$ cat src/rtl/core/lpfm_pkg.sv
// shared constants and codes for the lru page frame manager
`timescale 1ns / 1ps

package lpfm_pkg;

   localparam int DEF_FRAMES     = 6;
   localparam int DEF_PAGE_WORDS = 256;
   localparam int DEF_INDEX_BITS = 24;

   localparam int INDEX_W  = 24;
   localparam int FRAME_W  = 3;
   localparam int OFFSET_W = 8;
   localparam int PAGE_W   = 16;

   localparam logic OP_ACCESS     = 1'b0;
   localparam logic OP_MARK_DIRTY = 1'b1;

endpackage

$ cat src/rtl/core/lru_page_frame_manager.sv
// top level of the lru page frame manager: request register, frame state and result register
`timescale 1ns / 1ps

// One request is taken per clock: busy is low except while reset is held, and a
// request taken at one edge is looked up and applied to the frame state in the
// following cycle, its result beat standing on the rsp_ ports for one cycle
// from the next edge. The rate of one request per cycle is set by the loop of
// tag compare, victim choice and rank update through the frame state registers.
// Results cannot be held off by the receiver; rsp_strobe marks each beat, which
// must be taken in that cycle. Access (op 0) hits a resident page and makes it
// most recent, or fills the lowest empty frame, else the least recent one,
// reporting a writeback when the evicted frame was dirty. Mark-dirty (op 1)
// sets the dirty bit of a resident page.

module lru_page_frame_manager #(
   parameter int FRAMES     = lpfm_pkg::DEF_FRAMES,
   parameter int PAGE_WORDS = lpfm_pkg::DEF_PAGE_WORDS,
   parameter int INDEX_BITS = lpfm_pkg::DEF_INDEX_BITS
) (
   input  logic                            clock,
   input  logic                            reset,
   input  logic                            start,
   output logic                            busy,
   input  logic                            req_op,
   input  logic [lpfm_pkg::INDEX_W-1:0]    req_index,
   output logic                            rsp_strobe,
   output logic                            rsp_hit,
   output logic [lpfm_pkg::FRAME_W-1:0]    rsp_frame,
   output logic [lpfm_pkg::OFFSET_W-1:0]   rsp_offset,
   output logic [lpfm_pkg::PAGE_W-1:0]     rsp_fill_page,
   output logic                            rsp_writeback,
   output logic [lpfm_pkg::PAGE_W-1:0]     rsp_writeback_page
);

   localparam int FIDX_W     = $clog2(FRAMES);
   localparam int PAGE_SHIFT = $clog2(PAGE_WORDS);
   localparam logic [31:0] INDEX_MASK =
      (INDEX_BITS >= 32) ? 32'hFFFF_FFFF : 32'((64'd1 << INDEX_BITS) - 64'd1);
   localparam logic [31:0] OFFSET_MASK = 32'(PAGE_WORDS - 1);

   // request register
   logic                           req_valid_ff, req_valid_in;
   logic                           req_op_ff;
   logic [lpfm_pkg::INDEX_W-1:0]   req_index_ff;

   // frame state
   logic [lpfm_pkg::PAGE_W-1:0]    frame_page_ff [FRAMES];
   logic [lpfm_pkg::PAGE_W-1:0]    frame_page_in [FRAMES];
   logic [FRAMES-1:0]              frame_valid_ff, frame_valid_in;
   logic [FRAMES-1:0]              frame_dirty_ff, frame_dirty_in;
   logic [FIDX_W-1:0]              rank_ff [FRAMES];
   logic [FIDX_W-1:0]              rank_in [FRAMES];

   // result register
   logic                           rsp_strobe_ff;
   logic                           rsp_hit_ff, rsp_hit_in;
   logic [lpfm_pkg::FRAME_W-1:0]   rsp_frame_ff, rsp_frame_in;
   logic [lpfm_pkg::OFFSET_W-1:0]  rsp_offset_ff, rsp_offset_in;
   logic [lpfm_pkg::PAGE_W-1:0]    rsp_fill_page_ff, rsp_fill_page_in;
   logic                           rsp_writeback_ff, rsp_writeback_in;
   logic [lpfm_pkg::PAGE_W-1:0]    rsp_writeback_page_ff, rsp_writeback_page_in;

   logic [31:0]                    idx_masked;
   logic [lpfm_pkg::PAGE_W-1:0]    page;
   logic                           hit;
   logic [FIDX_W-1:0]              hit_frame;
   logic [FIDX_W-1:0]              victim;
   logic                           touch;
   logic [FIDX_W-1:0]              touch_frame;

   assign busy         = reset;
   assign req_valid_in = start && !busy;

   assign idx_masked = {{(32 - lpfm_pkg::INDEX_W){1'b0}}, req_index_ff} & INDEX_MASK;
   assign page       = lpfm_pkg::PAGE_W'(idx_masked >> PAGE_SHIFT);

   lpfm_tag_match #(
      .FRAMES      (FRAMES)
   ) u_tag_match (
      .page        (page),
      .frame_page  (frame_page_ff),
      .frame_valid (frame_valid_ff),
      .rank        (rank_ff),
      .hit         (hit),
      .hit_frame   (hit_frame),
      .victim      (victim)
   );

   assign touch       = req_valid_ff && (req_op_ff == lpfm_pkg::OP_ACCESS);
   assign touch_frame = hit ? hit_frame : victim;

   lpfm_recency #(
      .FRAMES      (FRAMES)
   ) u_recency (
      .touch       (touch),
      .touch_frame (touch_frame),
      .rank        (rank_ff),
      .rank_next   (rank_in)
   );

   always_comb begin
      frame_page_in         = frame_page_ff;
      frame_valid_in        = frame_valid_ff;
      frame_dirty_in        = frame_dirty_ff;
      rsp_hit_in            = 1'b0;
      rsp_frame_in          = '0;
      rsp_offset_in         = lpfm_pkg::OFFSET_W'(idx_masked & OFFSET_MASK);
      rsp_fill_page_in      = '0;
      rsp_writeback_in      = 1'b0;
      rsp_writeback_page_in = '0;
      if (req_valid_ff) begin
         if (hit) begin
            rsp_hit_in   = 1'b1;
            rsp_frame_in = lpfm_pkg::FRAME_W'(hit_frame);
            if (req_op_ff == lpfm_pkg::OP_MARK_DIRTY) begin
               frame_dirty_in[hit_frame] = 1'b1;
            end
         end else if (req_op_ff == lpfm_pkg::OP_ACCESS) begin
            rsp_frame_in     = lpfm_pkg::FRAME_W'(victim);
            rsp_fill_page_in = page;
            if (frame_valid_ff[victim] && frame_dirty_ff[victim]) begin
               rsp_writeback_in      = 1'b1;
               rsp_writeback_page_in = frame_page_ff[victim];
            end
            frame_page_in[victim]  = page;
            frame_valid_in[victim] = 1'b1;
            frame_dirty_in[victim] = 1'b0;
         end
      end
   end

   always_ff @(posedge clock) begin
      if (reset) begin
         req_valid_ff   <= 1'b0;
         rsp_strobe_ff  <= 1'b0;
         frame_valid_ff <= '0;
         frame_dirty_ff <= '0;
         for (int i = 0; i < FRAMES; i++) begin
            frame_page_ff[i] <= '0;
            rank_ff[i]       <= FIDX_W'(i);
         end
      end else begin
         req_valid_ff   <= req_valid_in;
         rsp_strobe_ff  <= req_valid_ff;
         frame_valid_ff <= frame_valid_in;
         frame_dirty_ff <= frame_dirty_in;
         frame_page_ff  <= frame_page_in;
         rank_ff        <= rank_in;
      end
   end

   always_ff @(posedge clock) begin
      if (req_valid_in) begin
         req_op_ff    <= req_op;
         req_index_ff <= req_index;
      end
      rsp_hit_ff            <= rsp_hit_in;
      rsp_frame_ff          <= rsp_frame_in;
      rsp_offset_ff         <= rsp_offset_in;
      rsp_fill_page_ff      <= rsp_fill_page_in;
      rsp_writeback_ff      <= rsp_writeback_in;
      rsp_writeback_page_ff <= rsp_writeback_page_in;
   end

   assign rsp_strobe         = rsp_strobe_ff;
   assign rsp_hit            = rsp_hit_ff;
   assign rsp_frame          = rsp_frame_ff;
   assign rsp_offset         = rsp_offset_ff;
   assign rsp_fill_page      = rsp_fill_page_ff;
   assign rsp_writeback      = rsp_writeback_ff;
   assign rsp_writeback_page = rsp_writeback_page_ff;

endmodule

$ cat src/rtl/core/lpfm_tag_match.sv
// parallel tag compare, hit frame select and victim choice
`timescale 1ns / 1ps

module lpfm_tag_match #(
   parameter int FRAMES = lpfm_pkg::DEF_FRAMES
) (
   input  logic [lpfm_pkg::PAGE_W-1:0]   page,
   input  logic [lpfm_pkg::PAGE_W-1:0]   frame_page [FRAMES],
   input  logic [FRAMES-1:0]             frame_valid,
   input  logic [$clog2(FRAMES)-1:0]     rank [FRAMES],
   output logic                          hit,
   output logic [$clog2(FRAMES)-1:0]     hit_frame,
   output logic [$clog2(FRAMES)-1:0]     victim
);

   localparam int FIDX_W = $clog2(FRAMES);

   logic [FRAMES-1:0] match;
   logic [FIDX_W-1:0] empty_frame;
   logic [FIDX_W-1:0] oldest_frame;

   always_comb begin
      match        = '0;
      hit_frame    = '0;
      empty_frame  = '0;
      oldest_frame = '0;
      for (int i = 0; i < FRAMES; i++) begin
         match[i] = frame_valid[i] && (frame_page[i] == page);
      end
      // lowest index wins, so walk downwards
      for (int i = FRAMES - 1; i >= 0; i--) begin
         if (match[i]) begin
            hit_frame = FIDX_W'(i);
         end
         if (!frame_valid[i]) begin
            empty_frame = FIDX_W'(i);
         end
         if (rank[i] == '0) begin
            oldest_frame = FIDX_W'(i);
         end
      end
      hit    = |match;
      victim = (&frame_valid) ? oldest_frame : empty_frame;
   end

endmodule

$ cat src/rtl/core/lpfm_recency.sv
// recency rank update that moves one frame to most recent
`timescale 1ns / 1ps

module lpfm_recency #(
   parameter int FRAMES = lpfm_pkg::DEF_FRAMES
) (
   input  logic                        touch,
   input  logic [$clog2(FRAMES)-1:0]   touch_frame,
   input  logic [$clog2(FRAMES)-1:0]   rank [FRAMES],
   output logic [$clog2(FRAMES)-1:0]   rank_next [FRAMES]
);

   localparam int FIDX_W = $clog2(FRAMES);
   localparam logic [FIDX_W-1:0] TOP_RANK = FIDX_W'(FRAMES - 1);

   logic [FIDX_W-1:0] touched_rank;

   always_comb begin
      touched_rank = rank[touch_frame];
      for (int i = 0; i < FRAMES; i++) begin
         if (!touch) begin
            rank_next[i] = rank[i];
         end else if (FIDX_W'(i) == touch_frame) begin
            rank_next[i] = TOP_RANK;
         end else if (rank[i] > touched_rank) begin
            rank_next[i] = rank[i] - 1'b1;
         end else begin
            rank_next[i] = rank[i];
         end
      end
   end

endmodule

$ cat config.mk
export PLATFORM = sky130hd
export DESIGN_NAME = lru_page_frame_manager
export DESIGN_NICKNAME = d
export VERILOG_FILES = /design/src/rtl/core/lpfm_pkg.sv /design/src/rtl/core/lru_page_frame_manager.sv /design/src/rtl/core/lpfm_tag_match.sv /design/src/rtl/core/lpfm_recency.sv
export SDC_FILE = /design/constraint.sdc
export NUM_CORES = 1
export LEC_CHECK = 0
export BUFFER_PORTS_ARGS = -buffer_cell sky130_fd_sc_hd__buf_4
export CORE_MARGIN = 5
export CORE_UTILIZATION = 65
export DETAILED_ROUTE_END_ITERATION = 16
export PLACE_DENSITY = 0.85
export SYNTH_ARGS = -nofsm -noshare
export SYNTH_HDL_FRONTEND = slang
export SYNTH_SLANG_ARGS = --single-unit
$ cat constraint.sdc
create_clock -name clock -period 10.9 [get_ports clock]
set_input_delay 0 -clock clock [delete_from_list [all_inputs] [get_ports clock]]
set_output_delay 0 -clock clock [all_outputs]
set_load 0.02 [all_outputs]
[Word level (Yosys, flattened, before mapping)]
Cells that the tools add are included.
Widths: inputs -> output; s select.
Word-level totals
  output and inout bits: 47
  flip-flop bits (word level): 198
  bits in read-only memories: 0
  word-level logic and storage cells: 160
  input bits: 28
  bits in writable memories: 0
  latch bits: 0
  memories kept: 0
Cells by class
  shift-type cells: 0
  mux-type cells: 56
  eq/ne operators: 13
  divide/modulo/power cells: 0
  multiply operators: 0
  magnitude comparators: 13
  add/sub/neg operators: 6
  reduce and logical (&&, ||, !) cells: 38
  bitwise gates (word level): 10
Operators with widths (count)
  $mux 3: 36
  $bwmux 96: 1
  $eq 16x16->1: 6
  $bmux 16 s3: 1
  $demux 16 s3: 1
  $mux 16: 3
  $logic_not 3->1: 7
  $gt 3x3->1: 6
  $mux 6: 3
  $sub 3x1->3 const B: 6
  $logic_and 1x1->1: 12
  $or 6x6->6: 2
  $reduce_and 2->1: 6
  $reduce_bool 2->1: 6
  $bmux 3 s3: 1
  $reduce_or 9->1: 1
  $ge 4x4->1 const B: 2
  $lt 3x4->1 const B: 2
  $not 3->4: 2
  $reduce_or 8->1: 1
  $and 6x6->6: 1
  $bmux 1 s3: 2
  $demux 1 s3: 2
  $eq 2x3->1 const A: 2
  other kinds (13): 24

[Logic depth before layout (Yosys ltp)]
  word-level depth: 16
  gate-level depth with buffers: 20
  gate-level depth less buffers: 20

[Cells and area by module]
A second synthesis with hierarchy kept.
Second synthesis, totals
  cells, all modules: 1088
  area, all modules: 9668.0 sq um
By module, submodules not included
  lru_page_frame_manager: seq. area each 4214.0 sq um, area each 7255.7 sq um, cells an instance 770, instances 1
  lpfm_tag_match: seq. area each 0.0 sq um, area each 1391.3 sq um, cells an instance 184, instances 1
  lpfm_recency: seq. area each 0.0 sq um, area each 1021.0 sq um, cells an instance 134, instances 1

[Least setup slack after synthesis]
Ideal clock, no wire load.
  path type: flip-flop to flip-flop
  from: register req_index_ff[10] (netlist name)
  to: register rank_ff[13] (netlist name)
  path buffers: 2
  setup time: 0.070 ns
  data arrival time: 4.962 ns
  slack: 5.867 ns
  required time: 10.830 ns
  stages on the path, launching flop included: 18
  period minus slack after synthesis: 5.033 ns
  cell sequence: edfxtp_1 xor2_1 or4_1 or4_4 a2bb2o_4 buf_6 nor4_2 nor2_1 clkbuf_1 mux2i_1 a21oi_1 o21ai_0 ha_1 and2_1 a22o_1 or4_1 a21o_1 a21oi_1
On the way
  longest elaborated chain between the ends: 16
  elaborated cells on any way between the ends: 29
  those cells by class: order compare: 1; eq/ne: 7; mux: 11; bitwise: 1; reduce/logical: 9
RTL lines
  start: declaration: RTL line lru_page_frame_manager.sv:44  | logic [lpfm_pkg::INDEX_W-1:0] req_index_ff;
  start signal: assignment: RTL line lru_page_frame_manager.sv:155  | req_index_ff <= req_index;
  $eq 16x16->1: RTL line lpfm_tag_match.sv:28  | match[i] = frame_valid[i] && (frame_page[i] == page);
  $logic_and 1x1->1: RTL line lpfm_tag_match.sv:28
  $mux 3 (6 in a row): RTL line lpfm_tag_match.sv:32  | if (match[i]) begin
  $mux 3 (*): RTL line lru_page_frame_manager.sv:90  | assign touch_frame = hit ? hit_frame : victim;
  $not 3->4 (implied by the code): RTL line lpfm_recency.sv:19  | touched_rank = rank[touch_frame];
  $bmux 3 s3: RTL line lpfm_recency.sv:19
  $mux 3 (implied by the code) (2 in a row): RTL line lpfm_recency.sv:19
  $gt 3x3->1: RTL line lpfm_recency.sv:25  | end else if (rank[i] > touched_rank) begin
  $reduce_bool 2->1 (no line)
  $reduce_and 2->1 (no line)
  end signal: indexed assignment: RTL line lru_page_frame_manager.sv:140  | rank_ff[i] <= FIDX_W'(i);
  end signal: assignment: RTL line lru_page_frame_manager.sv:148  | rank_ff <= rank_in;
  end: declaration: RTL line lru_page_frame_manager.sv:51  | logic [FIDX_W-1:0] rank_ff [FRAMES];
Mark *: on every way between the ends. The rest lies on a longest branch, timed or not. The select of a mux whose other input is x is not followed.
A chain may end at the register's enable or synchronous reset.

[Final worst setup path]
  from: register req_index_ff[19] (netlist name)
  to: register rank_ff[13] (netlist name)
The elaborated chain is that of the path after synthesis.

==> impl_metrics.yaml <==
final_layout:
  area_growth_syn_to_layout_pct: 16.4
  nets: 1289
  drive_gt1_frac: 0.125
  n_antenna_cell: 0
  final_cell_count_no_fill: 1438
synthesis:
  postSynth.asyncResetShare: 0
  yosysTopAreaCell: "dfxtp_1"
  synth.top_cells.by_count: "nand2_1, dfxtp_1, a21oi_1"
  yosys.area.top_type_share: 0.352
  postSynthAreaPerCell_um2: 8.45
  synth_area_um2: 9830
  synth_ff_type: "dfxtp_1"
  yosys_register_bits: 198
  yosysUniqueCellTypes: 70
  syn_inst: 1163
  syn-num-nets: 1215
  synth_edf_count: 25
  synthTopCellsByArea: "dfxtp_1, nand2_1, edfxtp_1, xnor2_1, a21oi_1"
  synth_most_common_cell: "nand2_1"
  synth.yosys.warnings: 0
  ys_seq_area_frac: 0.429
worst_hold_path:
  holdCritStartpoint: "reset"
  hold-path-endpoint: "frame_dirty_ff[5]"
  hold_depth: 2
  min-delay-path-class: "in2reg"
sta:
  hold_viol: 0
  slew_headroom: 0.301
  setup_violations: 0
  period_minus_slack_ns: 6.23
  tightest_slew_ns: 1.04
  period_share: 0.571
  finalMaxSlewViolations: 0
  fin_worst_skew_ns: 0.0111
  rsz0062_at_grt: "no"
  clock.fmax_ghz: 0.161
  timing.hold.ws_ns: 0.107
  setup_tns_ns: 0
setup_path:
  cp_slowest_cell: "nor2_1"
  crit_chain: "xnor2_1, nand4_1, or4_1, o22ai_1, nor4_2, nor2_1, mux2_2, nor2_1, a21oi_1, o21ai_0, ha_1, and2_1, a22o_1, or4_1, a21o_1, a21oi_1"
  worstReg2RegStart: "req_index_ff[19]"
  reg2reg_to: "rank_ff[13]"
  cp_max_fo: 17
  required_ns: 11.27
  critPathCaptureType: "flop"
  worstRegToRegCells: 16
  ff2ff_setup_slack_ns: 4.67
  crit_start: "req_index_ff[19]"
  crit_path_start_kind: "flop"
  critPathKind: "reg2reg"
  arrival_ns: 6.60
  critPathMaxStageDelay_ns: 0.83
placed_design:
  hpwlAfterDp_um: 21900
  gp_congestion: 1.08
  post-place-cells: 1380
  port-buffer-count: 74
grt:
  grt.total_usage: 0.361
  grt_first_pass_wirelength_um: 49400
  first_global_vias: 8785
  grt_max_degree: 66
  grt_overflow: 0
  antenna_found_initial: 0
clocking:
  cts-htree-levels: 4
  cts_setup_buffers: 0
  clk_latency_ns: 0.44
  clock_sink_count: 198
  tritoncts: "done"
  cts_hold_buf: 26
  clk_pin_slew_ns: 0.07
  cts_root_buf: "clkbuf_16"
  cts_buffers: 17
  cts_resized: 0
  cts_buffer_depth: 2
route:
  wl_um: 32300
  routedWlPerCell_um: 22.4
  vias: 9337
  vias_per_cell: 6.49
  final_antenna_net_count: 0
  drt_iter0_drc: 1612
  dr.pass1.iters: 5
  post-route-drc-count: 0
power:
  vdd_drop_max_uv: 135
  cellPowerDensity_nw_per_um2: 143
  power.leakage_nw: 4.17
floorplanning:
  start_util: 0.654
  fp-row-count: 45
  io_pins: 75
  chipHeight_um: 133
  dieArea_um2: 17700
  die_w_um: 133
  core_um2: 15000
flow_run:
  drv_cap: 0
run_status:
  outcome: "finished clean"
## worst max-delay path by stage
stage,endpoint,depth (start not counted)
3_3_place_gp,rank_ff[12],16
5_1_grt,rank_ff[11],16
4_1_cts,rank_ff[11],16
6_report,rank_ff[13],16
2_1_floorplan,rank_ff[13],17
3_5_place_dp,rank_ff[11],16
## stage by stage
| stage | power (mW) | setup slack [ns] | instance area [µm²] | util |
|---|---|---|---|---|
| final | 1.64 | 4.67 | 11400 | 0.761 |
| after global routing | 1.69 | 4.32 | 11400 | 0.761 |
| after CTS | 1.63 | 4.75 | 11400 | 0.761 |
| after detailed placement | 0.987 | 4.77 | 10600 | 0.703 |
| after global placement | 0.985 | 4.88 | 10600 | 0.703 |
| after floorplan | 0.925 | 5.87 | 9830 | - |
## metal layers
layer	vias up	wire [µm]	part of all wire	track usage
met5	-	0	0	0
met4	0	1070	0.033	0.125
met3	121	4250	0.13	0.0867
met2	639	14100	0.44	0.550
met1	4356	12800	0.40	0.503
li1	4221	-	-	-
## registers in the layout, summed over array words and instances, names as in the netlist
name / count
rank_ff: 18
req_index_ff: 24
rsp_strobe: 1
req_valid_ff: 1
rsp_frame: 3
rsp_fill_page: 16
rsp_offset: 8
frame_dirty_ff: 6
frame_valid_ff: 6
rsp_hit: 1
rsp_writeback: 1
req_op_ff: 1
rsp_writeback_page: 16
frame_page_ff: 96
## logic make-up after synthesis
family / share of synthesized area
DFF: 0.429
adders and majority gates: 0.0316
xor gates and xnor gates: 0.0864
buffers and inverters: 0.0350
muxes: 0.0267
AOI/OAI and AO/OA: 0.155
and+or+nand+nor: 0.236
## power by group
| group | switching (mW) | internal [mW] |
|---|---|---|
| sequential | 0.0293 | 0.757 |
| combinational | 0.119 | 0.0822 |
| clock | 0.304 | 0.349 |
| total | 0.453 | 1.19 |
## critical path, delay by kind of cell, from the launching register on
kind	cells	cell delay (ns)
xor gates and xnor gates	1	0.47
DFF	1	0.65
and+or+nand+nor	7	2.43
adders and majority gates	1	0.39
muxes	1	0.41
AOI/OAI and AO/OA	6	1.78
## cells in the final DEF (no fill, tap or decap), types with 24 or more instances in the layout
cell | netlist | layout
and2_1 | 27 | 27
dfxtp_1 | 173 | 173
xnor2_1 | 64 | 64
xor2_1 | 33 | 33
dlygate4sd3_1 | 0 | 26
mux2i_1 | 24 | 24
a21oi_1 | 111 | 111
ha_1 | 24 | 24
a22oi_1 | 31 | 31
buf_4 | 1 | 94
nand2_1 | 234 | 234
edfxtp_1 | 25 | 25
nor2_1 | 83 | 82
## area by class of cell
cell class	count	area (µm²)
Clock inverter	15	189
Fill cell	1063	3590
Timing Repair Buffer	120	966
Inverter	20	75.1
Sequential cell	198	4210
Clock buffer	17	425
Tap cell	188	235
Multi-Input combinational cell	880	5340
(Power assumes the default switching activity.)
